==> src/bpa_pkg.sv <==
`default_nettype none
package bpa_pkg;

  localparam int PAGE_W    = 10;
  localparam int ORD_W     = 4;
  localparam int LINK_W    = PAGE_W + 1;
  localparam int MAX_ORDER = 10;
  localparam int PAGE_NUM  = 1 << PAGE_W;
  localparam int CFG_W     = 11;

  // A link with its top bit set points nowhere.
  localparam logic [LINK_W-1:0] NIL_LINK = {1'b1, {PAGE_W{1'b0}}};

  localparam logic OP_ALLOC = 1'b0;
  localparam logic OP_FREE  = 1'b1;

  localparam logic [1:0] ST_OK       = 2'd0;
  localparam logic [1:0] ST_NO_MEM   = 2'd1;
  localparam logic [1:0] ST_BAD_FREE = 2'd2;

  // One page frame entry. nothead is the inverse of the head mark, so
  // an all-zero entry is an allocated order-0 head.
  typedef struct packed {
    logic              free;
    logic              nothead;
    logic [ORD_W-1:0]  order;
    logic [LINK_W-1:0] next_link;
    logic [LINK_W-1:0] prev_link;
  } page_entry_t;

  typedef struct packed {
    logic              rd_en;
    logic [PAGE_W-1:0] rd_addr;
    logic              wr_en;
    logic [PAGE_W-1:0] wr_addr;
    page_entry_t       wr_data;
  } mem_req_t;

endpackage
`default_nettype wire

==> src/bpa_ctrl.sv <==
`default_nettype none
module bpa_ctrl
  import bpa_pkg::*;
(
  input  wire logic              clk,
  input  wire logic              rst,
  input  wire logic [CFG_W-1:0]  page_limit,
  input  wire logic              req_valid,
  output logic                   req_ready,
  input  wire logic              req_op,
  input  wire logic [ORD_W-1:0]  req_order,
  input  wire logic [PAGE_W-1:0] req_page,
  output logic                   res_valid,
  input  wire logic              res_ready,
  output logic [1:0]             res_status,
  output logic [PAGE_W-1:0]      res_page,
  output mem_req_t               mem_req,
  input  wire page_entry_t       mem_q
);

  localparam logic [4:0] S_CLEAR   = 5'd0;
  localparam logic [4:0] S_IDLE    = 5'd1;
  localparam logic [4:0] S_A_START = 5'd2;
  localparam logic [4:0] S_A_SCAN  = 5'd3;
  localparam logic [4:0] S_A_SPLIT = 5'd4;
  localparam logic [4:0] S_F_START = 5'd5;
  localparam logic [4:0] S_F_HEAD  = 5'd6;
  localparam logic [4:0] S_F_LOOP  = 5'd7;
  localparam logic [4:0] S_F_BUD   = 5'd8;
  localparam logic [4:0] S_F_MERGE = 5'd9;
  localparam logic [4:0] S_U_RD    = 5'd10;
  localparam logic [4:0] S_U_GOT   = 5'd11;
  localparam logic [4:0] S_U_PV_RD = 5'd12;
  localparam logic [4:0] S_U_PV_WR = 5'd13;
  localparam logic [4:0] S_U_NX_RD = 5'd14;
  localparam logic [4:0] S_U_NX_WR = 5'd15;
  localparam logic [4:0] S_P_WR    = 5'd16;
  localparam logic [4:0] S_P_H_RD  = 5'd17;
  localparam logic [4:0] S_P_H_WR  = 5'd18;
  localparam logic [4:0] S_DONE    = 5'd19;

  localparam logic [ORD_W-1:0] ORD_MAX = ORD_W'(MAX_ORDER);

  logic [4:0]        state;
  logic [4:0]        ret;
  logic [ORD_W-1:0]  lvl;
  logic [ORD_W-1:0]  want;
  logic [PAGE_W-1:0] p;
  logic [PAGE_W-1:0] bud;
  logic [PAGE_W-1:0] ul;
  logic [PAGE_W-1:0] pp;
  logic [LINK_W-1:0] nx;
  logic [LINK_W-1:0] pv;
  logic [LINK_W-1:0] hreg;
  logic [PAGE_W-1:0] clr;
  logic [LINK_W-1:0] head [0:MAX_ORDER];

  logic [LINK_W-1:0] head_sel;
  logic [PAGE_W-1:0] bud_c;
  logic [PAGE_W-1:0] split_c;
  logic              bud_ok;

  assign head_sel = (lvl <= ORD_MAX) ? head[lvl] : NIL_LINK;
  assign bud_c    = p ^ (PAGE_W'(1) << lvl);
  assign split_c  = p ^ (PAGE_W'(1) << (lvl - ORD_W'(1)));
  assign bud_ok   = (lvl < ORD_MAX) && ({1'b0, bud_c} < page_limit);

  assign req_ready = (state == S_IDLE);
  assign res_valid = (state == S_DONE);

  always_comb begin
    mem_req = '0;
    unique case (state)
      S_CLEAR: begin
        mem_req.wr_en   = 1'b1;
        mem_req.wr_addr = clr;
      end
      S_F_START: begin
        mem_req.rd_en   = 1'b1;
        mem_req.rd_addr = p;
      end
      S_F_LOOP: begin
        mem_req.rd_en   = bud_ok;
        mem_req.rd_addr = bud_c;
      end
      S_F_MERGE: begin
        mem_req.wr_en           = 1'b1;
        mem_req.wr_addr         = (bud > p) ? bud : p;
        mem_req.wr_data.nothead = 1'b1;
      end
      S_A_SPLIT: begin
        mem_req.wr_en         = (lvl == want);
        mem_req.wr_addr       = p;
        mem_req.wr_data.order = want;
      end
      S_U_RD: begin
        mem_req.rd_en   = 1'b1;
        mem_req.rd_addr = ul;
      end
      S_U_PV_RD: begin
        mem_req.rd_en   = 1'b1;
        mem_req.rd_addr = pv[PAGE_W-1:0];
      end
      S_U_PV_WR: begin
        mem_req.wr_en             = 1'b1;
        mem_req.wr_addr           = pv[PAGE_W-1:0];
        mem_req.wr_data           = mem_q;
        mem_req.wr_data.next_link = nx;
      end
      S_U_NX_RD: begin
        mem_req.rd_en   = 1'b1;
        mem_req.rd_addr = nx[PAGE_W-1:0];
      end
      S_U_NX_WR: begin
        mem_req.wr_en             = 1'b1;
        mem_req.wr_addr           = nx[PAGE_W-1:0];
        mem_req.wr_data           = mem_q;
        mem_req.wr_data.prev_link = pv;
      end
      S_P_WR: begin
        mem_req.wr_en             = 1'b1;
        mem_req.wr_addr           = pp;
        mem_req.wr_data.free      = 1'b1;
        mem_req.wr_data.order     = lvl;
        mem_req.wr_data.next_link = head_sel;
        mem_req.wr_data.prev_link = NIL_LINK;
      end
      S_P_H_RD: begin
        mem_req.rd_en   = 1'b1;
        mem_req.rd_addr = hreg[PAGE_W-1:0];
      end
      S_P_H_WR: begin
        mem_req.wr_en             = 1'b1;
        mem_req.wr_addr           = hreg[PAGE_W-1:0];
        mem_req.wr_data           = mem_q;
        mem_req.wr_data.prev_link = {1'b0, pp};
      end
      default: begin
      end
    endcase
  end

  always_ff @(posedge clk) begin
    if (rst) begin
      state <= S_CLEAR;
      clr   <= '0;
      for (int k = 0; k <= MAX_ORDER; k++) begin
        head[k] <= NIL_LINK;
      end
    end else begin
      unique case (state)
        S_CLEAR: begin
          clr <= clr + PAGE_W'(1);
          if (&clr) begin
            state <= S_IDLE;
          end
        end
        S_IDLE: begin
          if (req_valid) begin
            want  <= req_order;
            p     <= req_page;
            state <= (req_op == OP_FREE) ? S_F_START : S_A_START;
          end
        end
        S_A_START: begin
          res_page <= '0;
          if (want > ORD_MAX) begin
            res_status <= ST_NO_MEM;
            state      <= S_DONE;
          end else begin
            lvl   <= want;
            state <= S_A_SCAN;
          end
        end
        S_A_SCAN: begin
          if (!head_sel[PAGE_W]) begin
            p     <= head_sel[PAGE_W-1:0];
            ul    <= head_sel[PAGE_W-1:0];
            ret   <= S_A_SPLIT;
            state <= S_U_RD;
          end else if (lvl == ORD_MAX) begin
            res_status <= ST_NO_MEM;
            state      <= S_DONE;
          end else begin
            lvl <= lvl + ORD_W'(1);
          end
        end
        S_A_SPLIT: begin
          if (lvl > want) begin
            lvl   <= lvl - ORD_W'(1);
            pp    <= split_c;
            ret   <= S_A_SPLIT;
            state <= S_P_WR;
          end else begin
            res_status <= ST_OK;
            res_page   <= p;
            state      <= S_DONE;
          end
        end
        S_F_START: begin
          res_page <= '0;
          if ({1'b0, p} >= page_limit) begin
            res_status <= ST_BAD_FREE;
            state      <= S_DONE;
          end else begin
            state <= S_F_HEAD;
          end
        end
        S_F_HEAD: begin
          if (mem_q.free || mem_q.nothead) begin
            res_status <= ST_BAD_FREE;
            state      <= S_DONE;
          end else begin
            lvl   <= mem_q.order;
            state <= S_F_LOOP;
          end
        end
        S_F_LOOP: begin
          if (bud_ok) begin
            bud   <= bud_c;
            state <= S_F_BUD;
          end else begin
            pp    <= p;
            ret   <= S_DONE;
            state <= S_P_WR;
          end
        end
        S_F_BUD: begin
          if (!mem_q.free || mem_q.order != lvl) begin
            pp    <= p;
            ret   <= S_DONE;
            state <= S_P_WR;
          end else begin
            // buddy data is already in hand: enter the unlink past its read
            ul    <= bud;
            ret   <= S_F_MERGE;
            state <= S_U_GOT;
          end
        end
        S_F_MERGE: begin
          if (bud < p) begin
            p <= bud;
          end
          lvl   <= lvl + ORD_W'(1);
          state <= S_F_LOOP;
        end
        S_U_RD: begin
          state <= S_U_GOT;
        end
        S_U_GOT: begin
          nx <= mem_q.next_link;
          pv <= mem_q.prev_link;
          if (head_sel == {1'b0, ul}) begin
            head[lvl] <= mem_q.next_link;
          end
          if (!mem_q.prev_link[PAGE_W]) begin
            state <= S_U_PV_RD;
          end else if (!mem_q.next_link[PAGE_W]) begin
            state <= S_U_NX_RD;
          end else begin
            state <= ret;
          end
        end
        S_U_PV_RD: begin
          state <= S_U_PV_WR;
        end
        S_U_PV_WR: begin
          state <= nx[PAGE_W] ? ret : S_U_NX_RD;
        end
        S_U_NX_RD: begin
          state <= S_U_NX_WR;
        end
        S_U_NX_WR: begin
          state <= ret;
        end
        S_P_WR: begin
          hreg      <= head_sel;
          head[lvl] <= {1'b0, pp};
          if (ret == S_DONE) begin
            res_status <= ST_OK;
          end
          state <= head_sel[PAGE_W] ? ret : S_P_H_RD;
        end
        S_P_H_RD: begin
          state <= S_P_H_WR;
        end
        S_P_H_WR: begin
          state <= ret;
        end
        S_DONE: begin
          if (res_ready) begin
            state <= S_IDLE;
          end
        end
        default: begin
          state <= S_IDLE;
        end
      endcase
    end
  end

endmodule
`default_nettype wire

==> config.mk <==
export PLATFORM = sky130hd
export DESIGN_NAME = bpa_ctrl
export DESIGN_NICKNAME = d
export VERILOG_FILES = /design/src/bpa_pkg.sv /design/src/bpa_ctrl.sv
export SDC_FILE = /design/constraint.sdc
export NUM_CORES = 1
export LEC_CHECK = 0
export ABC_AREA = 1
export BUFFER_PORTS_ARGS = -buffer_cell sky130_fd_sc_hd__buf_2
export CAP_MARGIN = 40
export CORE_ASPECT_RATIO = 0.8
export CORE_MARGIN = 3
export CORE_UTILIZATION = 35
export DETAILED_ROUTE_END_ITERATION = 10
export SYNTH_ARGS = -nofsm -noshare
export SYNTH_HDL_FRONTEND = slang
export SYNTH_SLANG_ARGS = --single-unit
export TNS_END_PERCENT = 10
==> constraint.sdc <==
create_clock -name clk -period 6.6 [get_ports clk]
set_input_delay 0.99 -clock clk [delete_from_list [all_inputs] [get_ports clk]]
set_output_delay 0.99 -clock clk [all_outputs]
set_load 0.005 [all_outputs]
After elaboration in Yosys (flattened, before gate mapping)
Memories as Yosys holds them, arrays and structs flattened. A register that Yosys moved wholly into a read port is not among the register bits.
Cells that the tools add are included.
{ "op_classes": {"add_sub_neg": 3, "magnitude_cmp": 8, "eq_ne": 44, "n_shift": 2, "mux": 70, "bitwise_logic": 4, "reduce_logical": 29} }
{ "ops": {"columns": ["operator", "n"], "rows": [
  ["case mux 5 bit (19 select lines)", 1],
  ["2-to-1 mux 10 bit", 9],
  ["2-to-1 mux 5 bit", 18],
  ["case mux 22 bit (4 select lines)", 1],
  ["case mux 11 bit (7 select lines)", 1],
  ["case mux 11 bit (6 select lines)", 1],
  ["case mux 10 bit (3 select lines)", 2],
  ["equality test 5 x 4 -> 1 bit, second input constant", 8],
  ["case mux 10 bit (2 select lines)", 2],
  ["!= test 2 bit, second input constant", 18],
  ["2-to-1 mux 11 bit", 3],
  ["2-to-1 mux 4 bit", 7],
  ["equality test 5 bit, second input constant", 5],
  ["equality test 5 x 3 -> 1 bit, second input constant", 4],
  ["case mux 4 bit (5 select lines)", 1],
  ["case mux 5 bit (4 select lines)", 1],
  ["left shift 1 x 4 -> 10 bit, first input constant", 2],
  ["XOR 10 bit", 2],
  ["2-to-1 mux 2 bit", 8],
  ["AND reduction 5 bit", 3],
  ["case mux 2 bit (6 select lines)", 1],
  ["case mux 4 bit (3 select lines)", 1],
  ["equality test 11 x 10 -> 1 bit", 1],
  ["greater-or-equal comparator 10 x 11 -> 1 bit", 1],
  ["40 further kinds", 59]
]} }
{ "word_totals": {"register_bits": 112, "ram_bits": 121, "in_bits": 58, "memories": 1} }
{ "memory_table": {"columns": ["name", "depth", "width", "read_ports", "rd_ports_with_merged_regs", "write_ports", "line_no", "rtl"], "rows": [
  ["head", 11, 11, 1, 1, 11, "bpa_ctrl.sv:56", "logic [LINK_W-1:0] head [0:MAX_ORDER];"]
]} }

Logic depth before layout (Yosys ltp)
Gate-level depths: netlist of run 1.
{ "depth": {"depth_word": 10, "ltp_mapped": 23, "depth_no_buf": 20} }

Least setup slack after synthesis of run 1
OpenSTA, ideal clock, no wires.
{ "synth_path": {"kind": "input to register", "from": "in rst", "to": "mem head[12][0] (netlist bit) (enable)", "setup_time_ns": 0.393, "arrival_time_ns": 4.504, "slack_ns": 1.703, "cell_stages": 10, "cell_sequence": "nor3_1 > nand4_1 > nor2_1 > nand2_1 > nor2_1 > nand3_1 > nand2_4 > buf_4 > nand3_1 > nor3_1"} }
{ "synth_lines": {"columns": ["element", "line_no", "rtl"], "rows": [
  ["start: declaration", "bpa_ctrl.sv:6", "input wire logic rst,"],
  ["end: declaration", "bpa_ctrl.sv:56", null]
]} }

==> results of run 1 <==
worst paths after layout:
kind / start / to / slack (ns) / depth (start not counted)
max: lvl[0]$_DFFE_PP_ / head[6][9]$_SDFFCE_PN0P_ / 1.31 / 18
min: head[10][10]$_SDFFE_PP1P_ / head[10][10]$_SDFFE_PP1P_ / 0.49 / 2
max reg2reg: lvl[0]$_DFFE_PP_ / head[6][9]$_SDFFCE_PN0P_ / 1.31 / 18
min reg2reg: head[10][10]$_SDFFE_PP1P_ / head[10][10]$_SDFFE_PP1P_ / 0.49 / 2
power groups by stage:
stage	sequential (uW)	clock, uW	combinational [uW]
final	2020	1900	104
after global routing	2020	1990	115
after global placement	2060	0	100
after detailed placement	2060	0	103
after CTS	2020	1910	104
after floorplan	2060	0	53.2
kinds of logic after synthesis:
kind of cell    count (synthesis)  share of synthesized area
flops                         291                      0.539
fa+ha+maj                      41                     0.0328
buf+inv                       257                     0.0702
xor+xnor                       24                     0.0134
compound gates                239                     0.0987
simple gates                  901                      0.246
synthesized netlist by cell type, types with 25 or more instances:
library cell    n  area (um2)
a21oi_1        43         215
buf_2          28         140
clkbuf_1       33         124
dfxtp_1        30         601
edfxtp_1      261        7840
ha_1           41         513
inv_1         164         616
nand2_1       425        1600
nand3_1       191         956
nor2_1        198         743
o211ai_1       25         188
o21ai_0        76         380
area by class of cell:
class	count	share of cell area
Sequential cell	291	0.469
Multi-Input combinational cell	1205	0.341
Tap cell	595	0.0414
Timing Repair Buffer	154	0.0502
Clock buffer	43	0.0526
Inverter	176	0.0370
Clock inverter	17	0.00870
worst max-delay path: stages (launching register included):
cell and delay (ns):
edfxtp_1 0.49, inv_1 0.49, ha_1 0.30, inv_1 0.09, nor2_1 0.32, nor3_2 0.09
inv_2 0.28, nand2_1 0.33, nand2_1 0.13, nand2_1 0.06, inv_1 0.05, nand2_1 0.04
nor2_1 0.12, nand3_1 0.13, nand2_4 0.28, nand2_2 0.16, nor2_4 0.35, nand2_1 0.50
nand2_1 0.66
metal layers:
metal | share of wire | up-vias
met2 | 0.40 | 831
met4 | 0.027 | 0
met3 | 0.12 | 104
met5 | 0 | -
li1 | - | 6257
met1 | 0.46 | 6618
metrics by stage:
stage / power, uW / util
after floorplan: 2110 / -
after global placement: 2160 / 0.383
after detailed placement: 2160 / 0.387
after CTS: 4040 / 0.412
after global routing: 4130 / 0.412
final: 4020 / 0.412
placed cells by master, fill, tap and decap left out, drive strengths merged, types with 21 or more instances in the layout:
master	instances
clkbuf	43
o211ai	25
xor2	23
inv	173
nand2	439
ha	41
nand4	21
o21ai	81
edfxtp	261
buf	154
nand3	191
nor2	211
a21oi	43
nor3	21
dfxtp	30
sequential cells by signal (all words and copies together), names as in the netlist, named ones only:
signal	flops
res_page	10
lvl	4
want	4
nx	11
p	10
state	5
head	176
res_status	2
hreg	10
ret	4
pp	10
ul	10
clr	10
pv	11
bud	10
==> metrics, run 1 <==
outcome=completed; Max-Cap Viols=0; Seq/Total Area, Yosys=0.539; I/O Pins=roughly 120; setup TNS=0 ns; Worst Tran Pin Value=between 0.8 and 0.9 ns; Slew headroom=0.400; async set-reset flop share out of synthesis=0; Root Driver=clkbuf_16; DIE HEIGHT=roughly 200 um; sw frac=0.218; fillers=~4,400; Hold Fails Final Rpt=0; Syn Inst Count=1,753; met1 usage=0.363; Cell Area, Placed=16,900 um2; Warnings, synthesis=0; GRT overflow=0; Worst Path Max Fanout=19; Most Used Layer, Global Route=met1; sw power=approximately 880 uW; clock power share=0.472; Total GRT Usage=0.234; Worst VDD drop=approximately 140 uV; drt wl/cell=between 20 and 25 um; gp weighted congestion=between 1 and 1.5; IO buf count=around 120; layout cells sized above 1=0.136; combinational group share of total power=0.026; WHS=0.488 ns; row count=between 60 and 70; Final Max Slew Viols=0; pin count of the biggest net entering global routing=about 90; final instance area=18,000 um2; initial antenna violation count=0; Max Freq=189 MHz; post-CTS setup buffers=0; Sequential Power Share=0.502; synthesis-stage register bit count=291; critical path class=flop to flop; pre-CTS setup slack=1.47 ns; First-pass DRT Iterations=6; Register Area=about 8400 um2; DRT iter0 DRCs=~1,900; Reg clk slew, reported paths=approximately 0.06 ns; Ant. Diodes=0; Core Area=approximately 44,000 um2; die width=roughly 240 um; HP Class=flop to flop; met2 GRT Util=0.321; Placed Instances=around 2,400; critical path startpoint category=flop; vias post-DR=13,800; CTS sink cnt=between 200 and 300; Non-Filler Instances=2,481; first-pass GRT wire length=about 84 mm; Cell Pwr Density=between 200 and 250 nW/um2; Tcrit/Tclk final=0.801; Layout area overhead=14.9%; Setup WS post-layout=about 1.3 ns; count of hold-fix buffers inserted at cts=0; final setup fails=0; Total Wirelength=roughly 56 mm; synth unique cells=47; Worst EP arrival=roughly 5.4 ns; GR Util met3=0.0545; Post-Syn Area per Cell=a little under 9 um2; EDFF count, synth=between 200 and 300; vias in the first global route=around 13,000; TritonCTS buffer count=34; nets=1,961; # DRC=0; clk_lat worst skew=~0.54 ns; CTS tree=done; RSZ-0062 raised after global routing=false; crit end category=flop; Post-DP HPWL=between 40 and 50 mm; leakage=0.00726 uW; Final min period=between 5 and 6 ns; area of the multi-input gates=~6000 um2; Pint=3150 uW; DIE AREA=approximately 47,000 um2; vias per cell=around 5.6; Clock Tree Buf Depth=3; PostCTS Resize Cnt=0; antenna-violating nets left=0; H-tree levels=2; Initial Utilization=0.359; clk_skew=approximately 0.018 ns; Cell Area, Synth=15,700 um2; Post-synth top flop=edfxtp_1; syn nets=1,852; WP data required=6.76 ns
(Power assumes the default switching activity.)
==> run 2, diff against run 1 <==
--- a/config.mk
+++ b/config.mk
@@ -5,7 +5,7 @@
 export SDC_FILE = /design/constraint.sdc
 export NUM_CORES = 1
 export LEC_CHECK = 0
-export ABC_AREA = 1
+export ABC_AREA = 0
 export BUFFER_PORTS_ARGS = -buffer_cell sky130_fd_sc_hd__buf_2
 export CAP_MARGIN = 40
 export CORE_ASPECT_RATIO = 0.8
==> constraint.sdc (replaced) <==
create_clock -name clk -period 4.6 [get_ports clk]
set_input_delay 0.69 -clock clk [delete_from_list [all_inputs] [get_ports clk]]
set_output_delay 0.69 -clock clk [all_outputs]
set_load 0.005 [all_outputs]
==> metrics, run 2 <==
outcome=completed; area leader, netlist=edfxtp_1; Post-synth top flop=edfxtp_1; row count=67 (-1.5%); # DRC=0 (unchanged); First-pass DRT Iterations=8 (+2); initial antenna violation count=1 (+1); critical path startpoint category=flop; top-area cell type share of the netlist area=0.519 (+0.0180); Hold Fails Final Rpt=0 (unchanged); Util after Layout=0.424 (+0.0125); syn nets=1,387 (-25%); Warnings, synthesis=0 (unchanged); setup TNS=0 ns (unchanged); leakage=0.00689 uW (-5.1%); crit end category=output port; antenna-violating nets left=0 (unchanged); die width=238 um (-1.7%); FF-to-FF Start=lvl[1]$_DFFE_PP_; Tcrit/Tclk final=0.978; IO buf count=121 (unchanged); start point of the worst min-delay path=req_order[0]; Min-Delay Path Depth=1 (-1); Ant. Diodes=0 (unchanged); async set-reset flop share out of synthesis=0 (unchanged); final setup fails=0 (unchanged); layout cells sized above 1=0.243 (+0.107); vias post-DR=12,000 (-13%); HP Class=input pin to flop; Reg clk slew, reported paths=0.07 ns (about the same); drt wl/cell=25.8 um (+14%); Cell Pwr Density=315 nW/um2 (+41%); Core Area=42,300 um2 (-3.2%); Worst EP arrival=3.81 ns (-1.63 ns); Total GRT Usage=0.227 (-0.00750); EDFF count, synth=261 (unchanged); Layout area overhead=18.7%; Worst Tran Pin Value=0.800 ns (-0.0904 ns); clk_skew=0.0142 ns (-0.00423 ns); GRT overflow=0 (unchanged); clk_lat worst skew=0.58 ns (+0.04 ns); worst reg2reg path depth=13 (-5); max reg flops=176 (unchanged); H-tree levels=1 (-1); Post-DP HPWL=39.0 mm (-5.1%); DRT iter0 DRCs=1,475 (-24%); vias in the first global route=11,500 (-14%); critical path class=flop to output port; CTS sink cnt=291 (unchanged); WP data required=3.91 ns (-2.85 ns); ranking of synthesized cells by area=edfxtp_1, mux4_2, nor2_1; TritonCTS buffer count=30 (-12%); first-pass GRT wire length=77.1 mm (-8.8%); synth cell count leaders=edfxtp_1, nor2_1, nand2_1, clkbuf_1, inv_1; DIE AREA=45,700 um2 (-3.4%); Final min period=roughly 4.5 ns; Worst Path Max Fanout=11 (-8); I/O Pins=122 (unchanged); Total Wirelength=52.3 mm (-7.1%); count of hold-fix buffers inserted at cts=0 (unchanged); Initial Utilization=0.358 (-0.00103); crit path launch=lvl[0]$_DFFE_PP_; Max Freq=between 200 and 250 MHz; commonest non-fill, non-tap cell in the layout=edfxtp_1; gp weighted congestion=0.943 (-7.1%); most frequent cells in the layout=edfxtp_1, nor2_1, buf_2; vias per cell=5.92 (+6.3%); DIE HEIGHT=192 um (-1.7%); Seq/Total Area, Yosys=0.558 (+0.0194); Clock Tree Buf Depth=3 (unchanged); Post-Syn Area per Cell=11.7 um2 (+31%); Syn Inst Count=1,288 (-27%); top flop regs=head (176), nx (11), pv (11); synth unique cells=66 (+40%); pin count of the biggest net entering global routing=35 (-61%); Slew headroom=0.464 (+0.0646); nets=1,552 (-21%); Root Driver=clkbuf_16; Final Max Slew Viols=0 (unchanged); Placed Instances=1,967 (-19%); count leader, synth=edfxtp_1; Largest Register=head; Non-Filler Instances=2,028 (-18%); Cell Area, Synth=15,100 um2 (-3.5%); Worst VDD drop=296 uV (+110%); Max-Cap Viols=0 (unchanged); synthesis-stage register bit count=291 (unchanged); CTS tree=done
run 2: critical path: stages, from the launching register on:
cell and delay, ns:
edfxtp_1 0.39, buf_4 0.22, ha_2 0.25, ha_1 0.20, nor2b_2 0.18, xnor2_1 0.18, ha_1 0.21, a21o_1 0.19
a21oi_1 0.13, o21ai_0 0.15, or3_1 0.42, o21ai_2 0.20, buf_4 0.19, o2111ai_1 0.11, nand2_1 0.11, buf_2 0.11
run 2: worst paths after layout:
kind,end,slack (ns)
max reg2reg,head[11][2]$_DFFE_PP_,0.54
min,want[0]$_DFFE_PP_,0.29
min reg2reg,head[10][10]$_SDFFE_PP1P_,0.51
max,mem_req[49],0.10
run 2: kinds of logic (layout without fill, tap and decap cells):
| family | count (synthesis) | count (layout) | share of synthesized area |
|---|---|---|---|
| simple gates | 407 | 407 | 0.123 |
| flops | 291 | 291 | 0.558 |
| compound gates | 263 | 263 | 0.123 |
| buf+inv | 154 | 342 | 0.0413 |
| mux | 86 | 86 | 0.0937 |
| xor+xnor | 46 | 46 | 0.0267 |
| fa+ha+maj | 41 | 41 | 0.0340 |
run 2: layout make-up:
type,count,area [um2]
tap,552,691
timing repair buffer,223,1420
multi-input combinational,843,6110
clock inverter,16,194
fill,4039,24300
sequential,291,8440
inverter,64,240
clock buffer,39,836
run 2: layer usage:
layer  GRT usage  vias to the layer above  part of all wire
li1            -                     5167                 -
met4      0.0435                        0             0.019
met5           0                        -                 0
met2       0.329                      764              0.42
met3      0.0646                       81              0.13
met1       0.339                     5986              0.44
run 2: metrics by stage:
stage / hold slack (ns) / area, um2 / total power, uW / worst slack (ns)
6_report: 0.292 / 17900 / 5650 / 0.102
5_1_grt: 0.275 / 17900 / 5820 / -0.00163
4_1_cts: 0.269 / 17900 / 5690 / 0.0352
3_5_place_dp: 0.510 / 16800 / 3130 / 0.461
3_3_place_gp: 0.497 / 16800 / 3130 / 0.467
2_1_floorplan: 0.431 / 15100 / 3030 / -0.0777
run 2: what timing repair did:
item,CTS,global route
buffers inserted,2,4
resized for setup,3,6
endpoints found under the setup margin,1,3
run 2: where the power goes:
| part | internal (uW) | total [uW] | switching [uW] |
|---|---|---|---|
| combinational | 65.8 | 177 | 111 |
| sequential | 2890 | 2900 | 14.7 |
| clock | 1500 | 2570 | 1070 |
| total | 4460 | 5650 | 1190 |
